[src/mept_pkg.sv]
`default_nettype none
package mept_pkg;

	// Tracker geometry
	localparam int COUNT_BITS = 12;
	localparam int TURN_BITS  = 8;

	// Fixed field widths
	localparam int ENC_W  = 12;
	localparam int LOAD_W = 12;
	localparam int EDGE_W = 12;
	localparam int GAIN_W = 16;
	localparam int IVL_W  = 8;
	localparam int POS_W  = 19;
	localparam int FRAC_SHIFT = 16;

	// Derived widths
	localparam int CMP_W  = (COUNT_BITS > EDGE_W) ? COUNT_BITS : EDGE_W;
	localparam int STEP_W = TURN_BITS + COUNT_BITS;
	localparam int PROD_W = STEP_W + GAIN_W + 1;
	localparam int EXT_W  = (PROD_W > POS_W + FRAC_SHIFT) ? PROD_W : POS_W + FRAC_SHIFT;

	localparam int TURN_MAX = 2 ** (TURN_BITS - 1) - 1;
	localparam int TURN_MIN = -(2 ** (TURN_BITS - 1));
	localparam int POS_MAX  = 2 ** (POS_W - 1) - 1;
	localparam int POS_MIN  = -(2 ** (POS_W - 1));

	// APB port
	localparam int ADDR_W = 4;
	localparam int DATA_W = 32;

	// Register indexes
	localparam logic [1:0] REG_LOW_EDGE  = 2'd0;
	localparam logic [1:0] REG_HIGH_EDGE = 2'd1;
	localparam logic [1:0] REG_GAIN      = 2'd2;
	localparam logic [1:0] REG_INTERVAL  = 2'd3;

	// Register reset values
	localparam logic [EDGE_W-1:0] LOW_EDGE_RST  = 12'd410;
	localparam logic [EDGE_W-1:0] HIGH_EDGE_RST = 12'd3686;
	localparam logic [GAIN_W-1:0] GAIN_RST      = 16'd32571;
	localparam logic [IVL_W-1:0]  INTERVAL_RST  = 8'd5;

	// Item commands
	localparam logic CMD_SAMPLE = 1'b0;
	localparam logic CMD_HOME   = 1'b1;

	typedef struct packed {
		logic [EDGE_W-1:0] low_edge;
		logic [EDGE_W-1:0] high_edge;
		logic [GAIN_W-1:0] gain;
		logic [IVL_W-1:0]  interval;
	} cfg_t;

	typedef struct packed {
		logic signed [TURN_BITS-1:0] turns;
		logic                        sat;
		logic                        cap;
	} trk_t;

endpackage
`default_nettype wire

[src/mept_regs.sv]
`default_nettype none
module mept_regs
	import mept_pkg::*;
(
	input  wire logic              clk,
	input  wire logic              arst_n,
	input  wire logic              psel,
	input  wire logic              penable,
	input  wire logic              pwrite,
	input  wire logic [ADDR_W-1:0] paddr,
	input  wire logic [DATA_W-1:0] pwdata,
	output logic      [DATA_W-1:0] prdata,
	output logic                   pready,
	output cfg_t                   cfg
);

	cfg_t cfg_q;
	logic wr_en;
	logic [1:0] idx;

	assign pready = 1'b1;
	assign idx    = paddr[3:2];
	assign wr_en  = psel & penable & pwrite & pready;

	// Register writes
	always_ff @(posedge clk or negedge arst_n) begin
		if (!arst_n) begin
			cfg_q.low_edge  <= LOW_EDGE_RST;
			cfg_q.high_edge <= HIGH_EDGE_RST;
			cfg_q.gain      <= GAIN_RST;
			cfg_q.interval  <= INTERVAL_RST;
		end else if (wr_en) begin
			case (idx)
				REG_LOW_EDGE:  cfg_q.low_edge  <= pwdata[EDGE_W-1:0];
				REG_HIGH_EDGE: cfg_q.high_edge <= pwdata[EDGE_W-1:0];
				REG_GAIN:      cfg_q.gain      <= pwdata[GAIN_W-1:0];
				REG_INTERVAL:  cfg_q.interval  <= pwdata[IVL_W-1:0];
				default: ;
			endcase
		end
	end

	// Read back
	always_comb begin
		case (idx)
			REG_LOW_EDGE:  prdata = DATA_W'(cfg_q.low_edge);
			REG_HIGH_EDGE: prdata = DATA_W'(cfg_q.high_edge);
			REG_GAIN:      prdata = DATA_W'(cfg_q.gain);
			REG_INTERVAL:  prdata = DATA_W'(cfg_q.interval);
			default:       prdata = '0;
		endcase
	end

	assign cfg = cfg_q;

endmodule
`default_nettype wire

[src/mept_track.sv]
`default_nettype none
module mept_track
	import mept_pkg::*;
(
	input  wire logic                  clk,
	input  wire logic                  arst_n,
	input  wire logic                  adv,
	input  wire logic                  command,
	input  wire logic [COUNT_BITS-1:0] count,
	input  wire cfg_t                  cfg,
	output trk_t                       trk
);

	logic        [COUNT_BITS-1:0] prev_q;
	logic signed [TURN_BITS-1:0]  turns_q;
	logic        [IVL_W-1:0]      decim_q;

	logic [CMP_W-1:0] cnt_x, prev_x, low_x, high_x;
	logic             up, down;
	logic signed [TURN_BITS-1:0] turns_nxt;
	logic             sat;
	logic [IVL_W:0]   decim_inc;
	logic [IVL_W-1:0] decim_nxt;

	assign cnt_x  = CMP_W'(count);
	assign prev_x = CMP_W'(prev_q);
	assign low_x  = CMP_W'(cfg.low_edge);
	assign high_x = CMP_W'(cfg.high_edge);

	// Wrap detection: up wins when both tests hold
	assign up   = (cnt_x < low_x) && (prev_x > high_x);
	assign down = !up && (cnt_x > high_x) && (prev_x < low_x);

	// Saturating turn update
	always_comb begin
		turns_nxt = turns_q;
		sat       = 1'b0;
		if (up) begin
			if (turns_q == TURN_BITS'(TURN_MAX)) sat = 1'b1;
			else turns_nxt = turns_q + TURN_BITS'(1);
		end else if (down) begin
			if (turns_q == TURN_BITS'(TURN_MIN)) sat = 1'b1;
			else turns_nxt = turns_q - TURN_BITS'(1);
		end
	end

	// Decimation counter wraps at the interval; zero interval acts as one
	assign decim_inc = {1'b0, decim_q} + (IVL_W+1)'(1);
	assign decim_nxt = (decim_inc >= {1'b0, cfg.interval}) ? '0 : decim_inc[IVL_W-1:0];

	always_ff @(posedge clk or negedge arst_n) begin
		if (!arst_n) begin
			prev_q  <= '0;
			turns_q <= '0;
			decim_q <= '0;
		end else if (adv) begin
			if (command == CMD_HOME) begin
				prev_q  <= '0;
				turns_q <= '0;
				decim_q <= '0;
			end else begin
				prev_q  <= count;
				turns_q <= turns_nxt;
				decim_q <= decim_nxt;
			end
		end
	end

	assign trk = {turns_nxt, sat, (decim_q == '0)};

endmodule
`default_nettype wire

[src/mept_scale.sv]
`default_nettype none
module mept_scale
	import mept_pkg::*;
(
	input  wire logic signed [TURN_BITS-1:0]  turns,
	input  wire logic        [COUNT_BITS-1:0] count,
	input  wire logic        [GAIN_W-1:0]     gain,
	output logic signed      [POS_W-1:0]      pos
);

	logic signed [STEP_W-1:0] steps;
	logic signed [PROD_W-1:0] steps_x, gain_x, prod;
	logic signed [EXT_W-1:0]  prod_x, shifted;

	// turns * 2^COUNT_BITS + count is a plain concatenation
	assign steps   = {turns, count};
	assign steps_x = PROD_W'(steps);
	assign gain_x  = PROD_W'({1'b0, gain});
	assign prod    = steps_x * gain_x;

	// Arithmetic shift floors toward minus infinity
	assign prod_x  = EXT_W'(prod);
	assign shifted = prod_x >>> FRAC_SHIFT;

	// Clip to the output range
	always_comb begin
		if (shifted > EXT_W'(POS_MAX))      pos = POS_W'(POS_MAX);
		else if (shifted < EXT_W'(POS_MIN)) pos = POS_W'(POS_MIN);
		else                                pos = shifted[POS_W-1:0];
	end

endmodule
`default_nettype wire

[src/multiturn_encoder_position_tracker.sv]
// Multi-turn encoder position tracker.
// Sample channel (sample_valid/sample_ready) takes one item per cycle unless
// stalled: a command (sample or home), a single-turn encoder count and a load
// reading. Result channel (result_valid/result_ready) returns one item per
// input item: position in mm (Q8, saturated), turn count, capture flag,
// captured load and a turn saturation flag.
// An item accepted into the input register has its result loaded into the
// output register once that register is free or drains. Throughput is one
// item per cycle while the receiver keeps up; the turn update, the 20x17
// multiply and the clip sit between the two registers.
// When the receiver stalls, the output register holds its result and the input
// register keeps one more item; sample_ready drops once both are full.
// Reset clears turns, previous count and the decimation counter, empties both
// registers and loads the APB registers with their defaults (low edge 410,
// high edge 3686, gain 32571, capture interval 5). A home command clears the
// tracking state and returns an all-zero result.
`default_nettype none
module multiturn_encoder_position_tracker
	import mept_pkg::*;
(
	input  wire logic                        clk,
	input  wire logic                        arst_n,
	input  wire logic                        psel,
	input  wire logic                        penable,
	input  wire logic                        pwrite,
	input  wire logic        [ADDR_W-1:0]    paddr,
	input  wire logic        [DATA_W-1:0]    pwdata,
	output logic             [DATA_W-1:0]    prdata,
	output logic                             pready,
	input  wire logic                        sample_valid,
	output logic                             sample_ready,
	input  wire logic                        command,
	input  wire logic        [ENC_W-1:0]     encoder_count,
	input  wire logic        [LOAD_W-1:0]    load_sample,
	output logic                             result_valid,
	input  wire logic                        result_ready,
	output logic signed      [POS_W-1:0]     position_mm_q8,
	output logic signed      [TURN_BITS-1:0] turn_count,
	output logic                             capture,
	output logic             [LOAD_W-1:0]    captured_load,
	output logic                             turn_saturated
);

	cfg_t cfg;
	trk_t trk;

	logic                  valid_s1;
	logic                  cmd_s1;
	logic [COUNT_BITS-1:0] count_s1;
	logic [LOAD_W-1:0]     load_s1;
	logic                  valid_s2;
	logic signed [POS_W-1:0] pos;
	logic                  out_free, adv, take;

	mept_regs u_regs (
		.clk     (clk),
		.arst_n  (arst_n),
		.psel    (psel),
		.penable (penable),
		.pwrite  (pwrite),
		.paddr   (paddr),
		.pwdata  (pwdata),
		.prdata  (prdata),
		.pready  (pready),
		.cfg     (cfg)
	);

	// Handshake: stage 1 moves on when the output register is free or drains
	assign out_free     = !valid_s2 || result_ready;
	assign adv          = valid_s1 && out_free;
	assign sample_ready = !valid_s1 || out_free;
	assign take         = sample_valid && sample_ready;

	// Input register
	always_ff @(posedge clk or negedge arst_n) begin
		if (!arst_n) begin
			valid_s1 <= 1'b0;
		end else if (sample_ready) begin
			valid_s1 <= sample_valid;
		end
	end

	always_ff @(posedge clk) begin
		if (take) begin
			cmd_s1   <= command;
			count_s1 <= COUNT_BITS'(encoder_count);
			load_s1  <= load_sample;
		end
	end

	mept_track u_track (
		.clk     (clk),
		.arst_n  (arst_n),
		.adv     (adv),
		.command (cmd_s1),
		.count   (count_s1),
		.cfg     (cfg),
		.trk     (trk)
	);

	mept_scale u_scale (
		.turns (trk.turns),
		.count (count_s1),
		.gain  (cfg.gain),
		.pos   (pos)
	);

	// Output register
	always_ff @(posedge clk or negedge arst_n) begin
		if (!arst_n) begin
			valid_s2 <= 1'b0;
		end else if (out_free) begin
			valid_s2 <= valid_s1;
		end
	end

	always_ff @(posedge clk) begin
		if (adv) begin
			if (cmd_s1 == CMD_HOME) begin
				position_mm_q8 <= '0;
				turn_count     <= '0;
				capture        <= 1'b0;
				captured_load  <= '0;
				turn_saturated <= 1'b0;
			end else begin
				position_mm_q8 <= pos;
				turn_count     <= trk.turns;
				capture        <= trk.cap;
				captured_load  <= trk.cap ? load_s1 : '0;
				turn_saturated <= trk.sat;
			end
		end
	end

	assign result_valid = valid_s2;

endmodule
`default_nettype wire

[config.mk]
export PLATFORM = sky130hd
export DESIGN_NAME = multiturn_encoder_position_tracker
export DESIGN_NICKNAME = d
export VERILOG_FILES = /design/src/mept_pkg.sv /design/src/mept_regs.sv /design/src/mept_track.sv /design/src/mept_scale.sv /design/src/multiturn_encoder_position_tracker.sv
export SDC_FILE = /design/constraint.sdc
export NUM_CORES = 1
export LEC_CHECK = 0
export ABC_AREA = 1
export BUFFER_PORTS_ARGS = -buffer_cell sky130_fd_sc_hd__buf_2
export CAP_MARGIN = 20
export CORE_AREA = 2 2 193 195
export CTS_CLUSTER_SIZE = 28
export DETAILED_ROUTE_END_ITERATION = 7
export DIE_AREA = 0 0 195 197
export GPL_ROUTABILITY_DRIVEN = 0
export PLACE_DENSITY = 0.77
export SLEW_MARGIN = 10
export SYNTH_ARGS = -nofsm -noshare
export SYNTH_HDL_FRONTEND = slang
export SYNTH_HIERARCHICAL = 1
export SYNTH_SLANG_ARGS = --single-unit
export TNS_END_PERCENT = 1
[constraint.sdc]
create_clock -name clk -period 10.3 [get_ports clk]
set_input_delay 2.575 -clock clk [delete_from_list [all_inputs] [get_ports clk]]
set_output_delay 2.575 -clock clk [all_outputs]
set_load 0.02 [all_outputs]
* Yosys cells after proc, flatten, opt, wreduce, memory -nomap -nowiden
Cells that the tools add are included.
Word-level totals: register bits after elaboration 144, input bits 68, output and inout port bits 76
Cells by class: $add $sub $neg 3, $mul 1, order comparisons 7, eq/ne operators 5, mux-type cells 15, bitwise gates (word level) 3, reduce and logical (&&, ||, !) cells 18
Operator list (number):
- 32-bit case mux with 4 select lines | 1
- 8-bit 2-to-1 mux | 7
- 20-bit by 17-bit multiplier with 37-bit output | 1
- 12-bit > comparator | 2
- 12-bit less-than comparator | 2
- 21-bit by 19-bit > comparator with 1-bit output (second input constant) | 1
- 21-bit by 19-bit less-than comparator with 1-bit output (second input constant) | 1
- 19-bit 2-to-1 mux | 1
- 18-bit 2-to-1 mux | 1
- 8-bit equality test (second input constant) | 2
- 12-bit 2-to-1 mux | 1
- 8-bit by 1-bit adder with 9-bit output (second input constant) | 1
- 9-bit by 8-bit greater-or-equal comparator with 1-bit output | 1
- 8-bit by 2-bit adder with 8-bit output (second input constant) | 1
- 8-bit zero test | 1
- 2-bit AND reduction | 4
- 8-bit by 2-bit subtractor with 8-bit output (second input constant) | 1
- 1-bit logical AND | 5
- 2-bit equality test (second input constant) | 2
- 1-bit 2-to-1 mux | 4
- 2-bit OR reduction | 2
- 1-bit zero test | 3
- 1-bit bitwise AND | 2
- 2-bit by 1-bit equality test with 1-bit output (second input constant) | 1
- other kinds (3) | 4

* Longest topological paths before layout
depth after elaboration 11, mapped depth 48, mapped depth without buffers 46

* Hierarchy
The synthesis kept the hierarchy.
Modules (own cells, without submodules):
- mept_scale | times used 1, cells an instance 1691, area an instance 12746.0 sq um, sequential area each 0.0 sq um
- mept_track | times used 1, cells an instance 465, area an instance 3294.4 sq um, sequential area each 700.7 sq um
- multiturn_encoder_position_tracker | times used 1, cells an instance 165, area an instance 2452.4 sq um, sequential area each 2031.9 sq um
- mept_regs | times used 1, cells an instance 308, area an instance 2437.3 sq um, sequential area each 1233.7 sq um

* Least setup slack after synthesis
No wires, ideal clock.
path kind reg2reg, start register u_regs.cfg_q, in the netlist u_regs/cfg[35], end register position_mm_q8[10] (data pin), library setup time 0.252 ns, arrival 7.439 ns, data required time 10.048 ns, slack 2.609 ns, stages on the path, launching flop included 39, path through dfstp_2 inv_1 ha_1 nand2_1 nor2_2 nand3_1 nand3_1 nor2_2 nand2_1 nor2_4 nand2_1 nand2_2 clkbuf_1 clkbuf_1 nand2_1 fa_1 fa_1 inv_1 [... 3 more ...] inv_1 fa_1 inv_1 ha_1 nand2_1 nand2_1 a31oi_1 o21a_1 nor2_1 nor2_1 nand2_1 nand2_1 nand2_2 o21ai_4 buf_6 nand2_1 inv_1 nor2_1
RTL lines:
- start: declaration | line mept_regs.sv:17 | cfg_t cfg_q;
- end signal: assignment | line multiturn_encoder_position_tracker.sv:126 | position_mm_q8 <= pos;
- end: declaration | line multiturn_encoder_position_tracker.sv:37 | output logic signed [POS_W-1:0] position_mm_q8,

==> impl_metrics.py <==
metrics = {
    "global_route": {
        "grt_max_degree": 79,
        "grt_pass1_wl_mm": 86.7,
        "antenna_found_initial": 0,
        "grt_pass1_vias": 17800,
        "grt_usage_pct": 28.6,
        "overflow": 0,
    },
    "worst_setup_path": {
        "cp-end-kind": "flip-flop",
        "critical_path.most_common_cell": "fa_1",
        "startpoint_type": "flip-flop",
        "worst_ep_arrival_time_ns": 9.40,
        "crit_required_ns": 10.49,
        "crit_slowest_cell": "edfxtp_1",
        "rrSetupSlack_ns": 1.09,
        "r2r-start": "count_s1[7]$_DFFE_PP_",
        "critPathMaxStageDelay_ns": 1.00,
        "worstSetupPathType": "reg -> reg",
        "cp-startpoint": "count_s1[7]$_DFFE_PP_",
        "crit_fanout": 19,
    },
    "layout": {
        "syn2layout_area_growth_pct": 6.21,
        "fillers": 3127,
        "drive_gt1_share_pct": 10.2,
        "post-route-util_pct": 61.3,
        "num-nets-final": 3207,
        "seq_area_sq_mm": 0.00397,
        "multi_input_area_sq_mm": 0.0138,
        "antennaDiodeCount": 0,
    },
    "sta": {
        "tightest_slew_ns": 1.17,
        "setup_ws_ns": 1.09,
        "finalSetupTns_ns": 0,
        "relSlewSlack_pct": 22.2,
        "fin_hold_ws_ns": 0.480,
        "min_period_over_period_pct": 89.4,
        "fin_crit_ns": 9.21,
        "fin_skew_ns": 0.0173,
        "fmax_mhz": 109,
        "rsz0062_at_grt": "false",
        "setup_viol": 0,
        "hold_viol_final": 0,
        "slew_violations": 0,
    },
    "cts": {
        "clk_path_buf_depth": 2,
        "cts.sinks": 144,
        "post_cts_resized": 0,
        "cts_hold_buf": 0,
        "root_buffer": "clkbuf_16",
        "cts_setup_buffers": 0,
        "clk_pin_slew_ns": 0.08,
        "clk_latency_ns": 0.45,
        "cts_tree": "yes",
        "cts_buffers": 17,
        "cts_max_level": 4,
    },
    "synth": {
        "yosys_warnings": 6,
        "postSynthCellCount": 2629,
        "yosysSeqAreaShare_pct": 19.0,
        "synth_top_area_cell": "fa_1",
        "yosys_register_bits": 144,
        "ys_top_cells_by_count": "757 x nand2_1, 674 x inv_1, 319 x fa_1, 150 x ha_1, 99 x nor2_1",
        "ys_types": 50,
        "syn_area_sq_mm": 0.0209,
        "synth.top_cell.area_share_pct": 30.5,
        "async_flop_share_pct": 54.2,
        "syn-mean-instance-area_sq_um": 7.96,
        "synth_enable_flop_cells": 66,
        "yosysMostFrequentCell": "nand2_1",
        "ys.flop_type": "edfxtp_1",
        "ys_top_cells_by_area": "fa_1 31%, nand2_1 14%, inv_1 12%",
    },
    "floorplan": {
        "ioPinCount": 144,
        "die_width_um": 195,
        "initial_core_util_pct": 57.7,
        "core_area_sq_mm": 0.0363,
        "row_count": 70,
        "fp.dieH_um": 197,
        "die-area_sq_mm": 0.0384,
    },
    "routing": {
        "antenna_left": 0,
        "viasPerCell": 5.31,
        "post_drt_wl_per_cell_um": 16.4,
        "drc": 0,
        "vias": 16700,
        "drtIter0Drc": 1435,
        "totalWireLength_mm": 51.8,
        "drtPass1Iterations": 5,
    },
    "worst_hold_path": {
        "hold_path.class": "reg -> reg",
        "hold_start": "u_regs/cfg[40]$_DFFE_PN1P_",
    },
    "placed_design": {
        "portBuffers": 108,
        "pre_cts_ws_ns": 1.37,
        "hpwl_mm": 39.2,
    },
    "status": {
        "status": "complete, no violations",
    },
    "run": {
        "cap_violations": 0,
    },
}
-- final timing paths --
check	endpoint	cells after the start
max in group asynchronous	u_regs/cfg[43]$_DFFE_PN1P_	2
worst min-delay path	u_regs/cfg[40]$_DFFE_PN1P_	2
worst max register to register	position_mm_q8[15]$_SDFFCE_PP0P_	32
worst max-delay path	position_mm_q8[15]$_SDFFCE_PP0P_	32
worst min register to register	u_regs/cfg[40]$_DFFE_PN1P_	2
min in group asynchronous	u_regs/cfg[23]$_DFFE_PN0P_	1
-- sequential cells by signal, summed over array words and instances (netlist names) --
signal and cells:
captured_load 12, position_mm_q8 19, u_regs/cfg 48, valid_s1 1
capture 1, u_track/turns_q 8, turn_count 8, turn_saturated 1
u_track/decim_q 8, u_track/prev_q 12, count_s1 12, result_valid 1
load_s1 12, cmd_s1 1
-- cell type report --
cell class                      count  area share [%]
Clock buffer                       17            1.91
Clock inverter                     15           0.754
Inverter                          690            11.7
Multi-Input combinational cell   1698            62.3
Sequential cell                   144            17.8
Tap cell                          468            2.63
Timing Repair Buffer              119            2.90
-- placed cells by master, fill, tap and decap left out, types with 31 or more instances in the layout --
master and instances:
nand3_1 77, ha_1 150, nand2_1 757, o21ai_0 31, inv_1 674, buf_2 107
edfxtp_1 66, fa_1 319, a21oi_1 59, nor2_1 99, dfrtp_1 52
-- critical path: cells and delay by family, from the launching register on --
family / cells / cell delay, ns
fa+ha+maj: 8 / 3.91
compound gates: 6 / 1.36
buf+inv: 4 / 0.25
flops: 1 / 1.00
simple gates: 14 / 2.43
-- cells by family after synthesis --
| family | Yosys count | share of synthesized area (%) |
|---|---|---|
| AOI/OAI and AO/OA | 141 | 3.97 |
| xor gates and xnor gates | 30 | 1.29 |
| adders and majority gates | 469 | 39.5 |
| buffers and inverters | 802 | 15.2 |
| DFF | 144 | 19.0 |
| other | 2 | 0.0359 |
| and+or+nand+nor | 1041 | 21.0 |
-- metrics by stage --
stage | cells | area, sq um
detailed placement | 3118 | 21600
finish | 3151 | 22200
CTS | 3150 | 22200
global placement | 3118 | 21600
global route | 3151 | 22200
floorplan | 2644 | 21000
-- metal layers --
layer  GRT usage (%)  vias up  routed length (um)
li1                -     7709                   -
met1            35.9     8137               20700
met2            49.1      774               25100
met3            5.25      115                4240
met4            11.5        0                1720
met5               0        -                   0
Power is not shown: default switching activity piles up to over one toggle a cycle in this logic, so the estimate is an artifact.
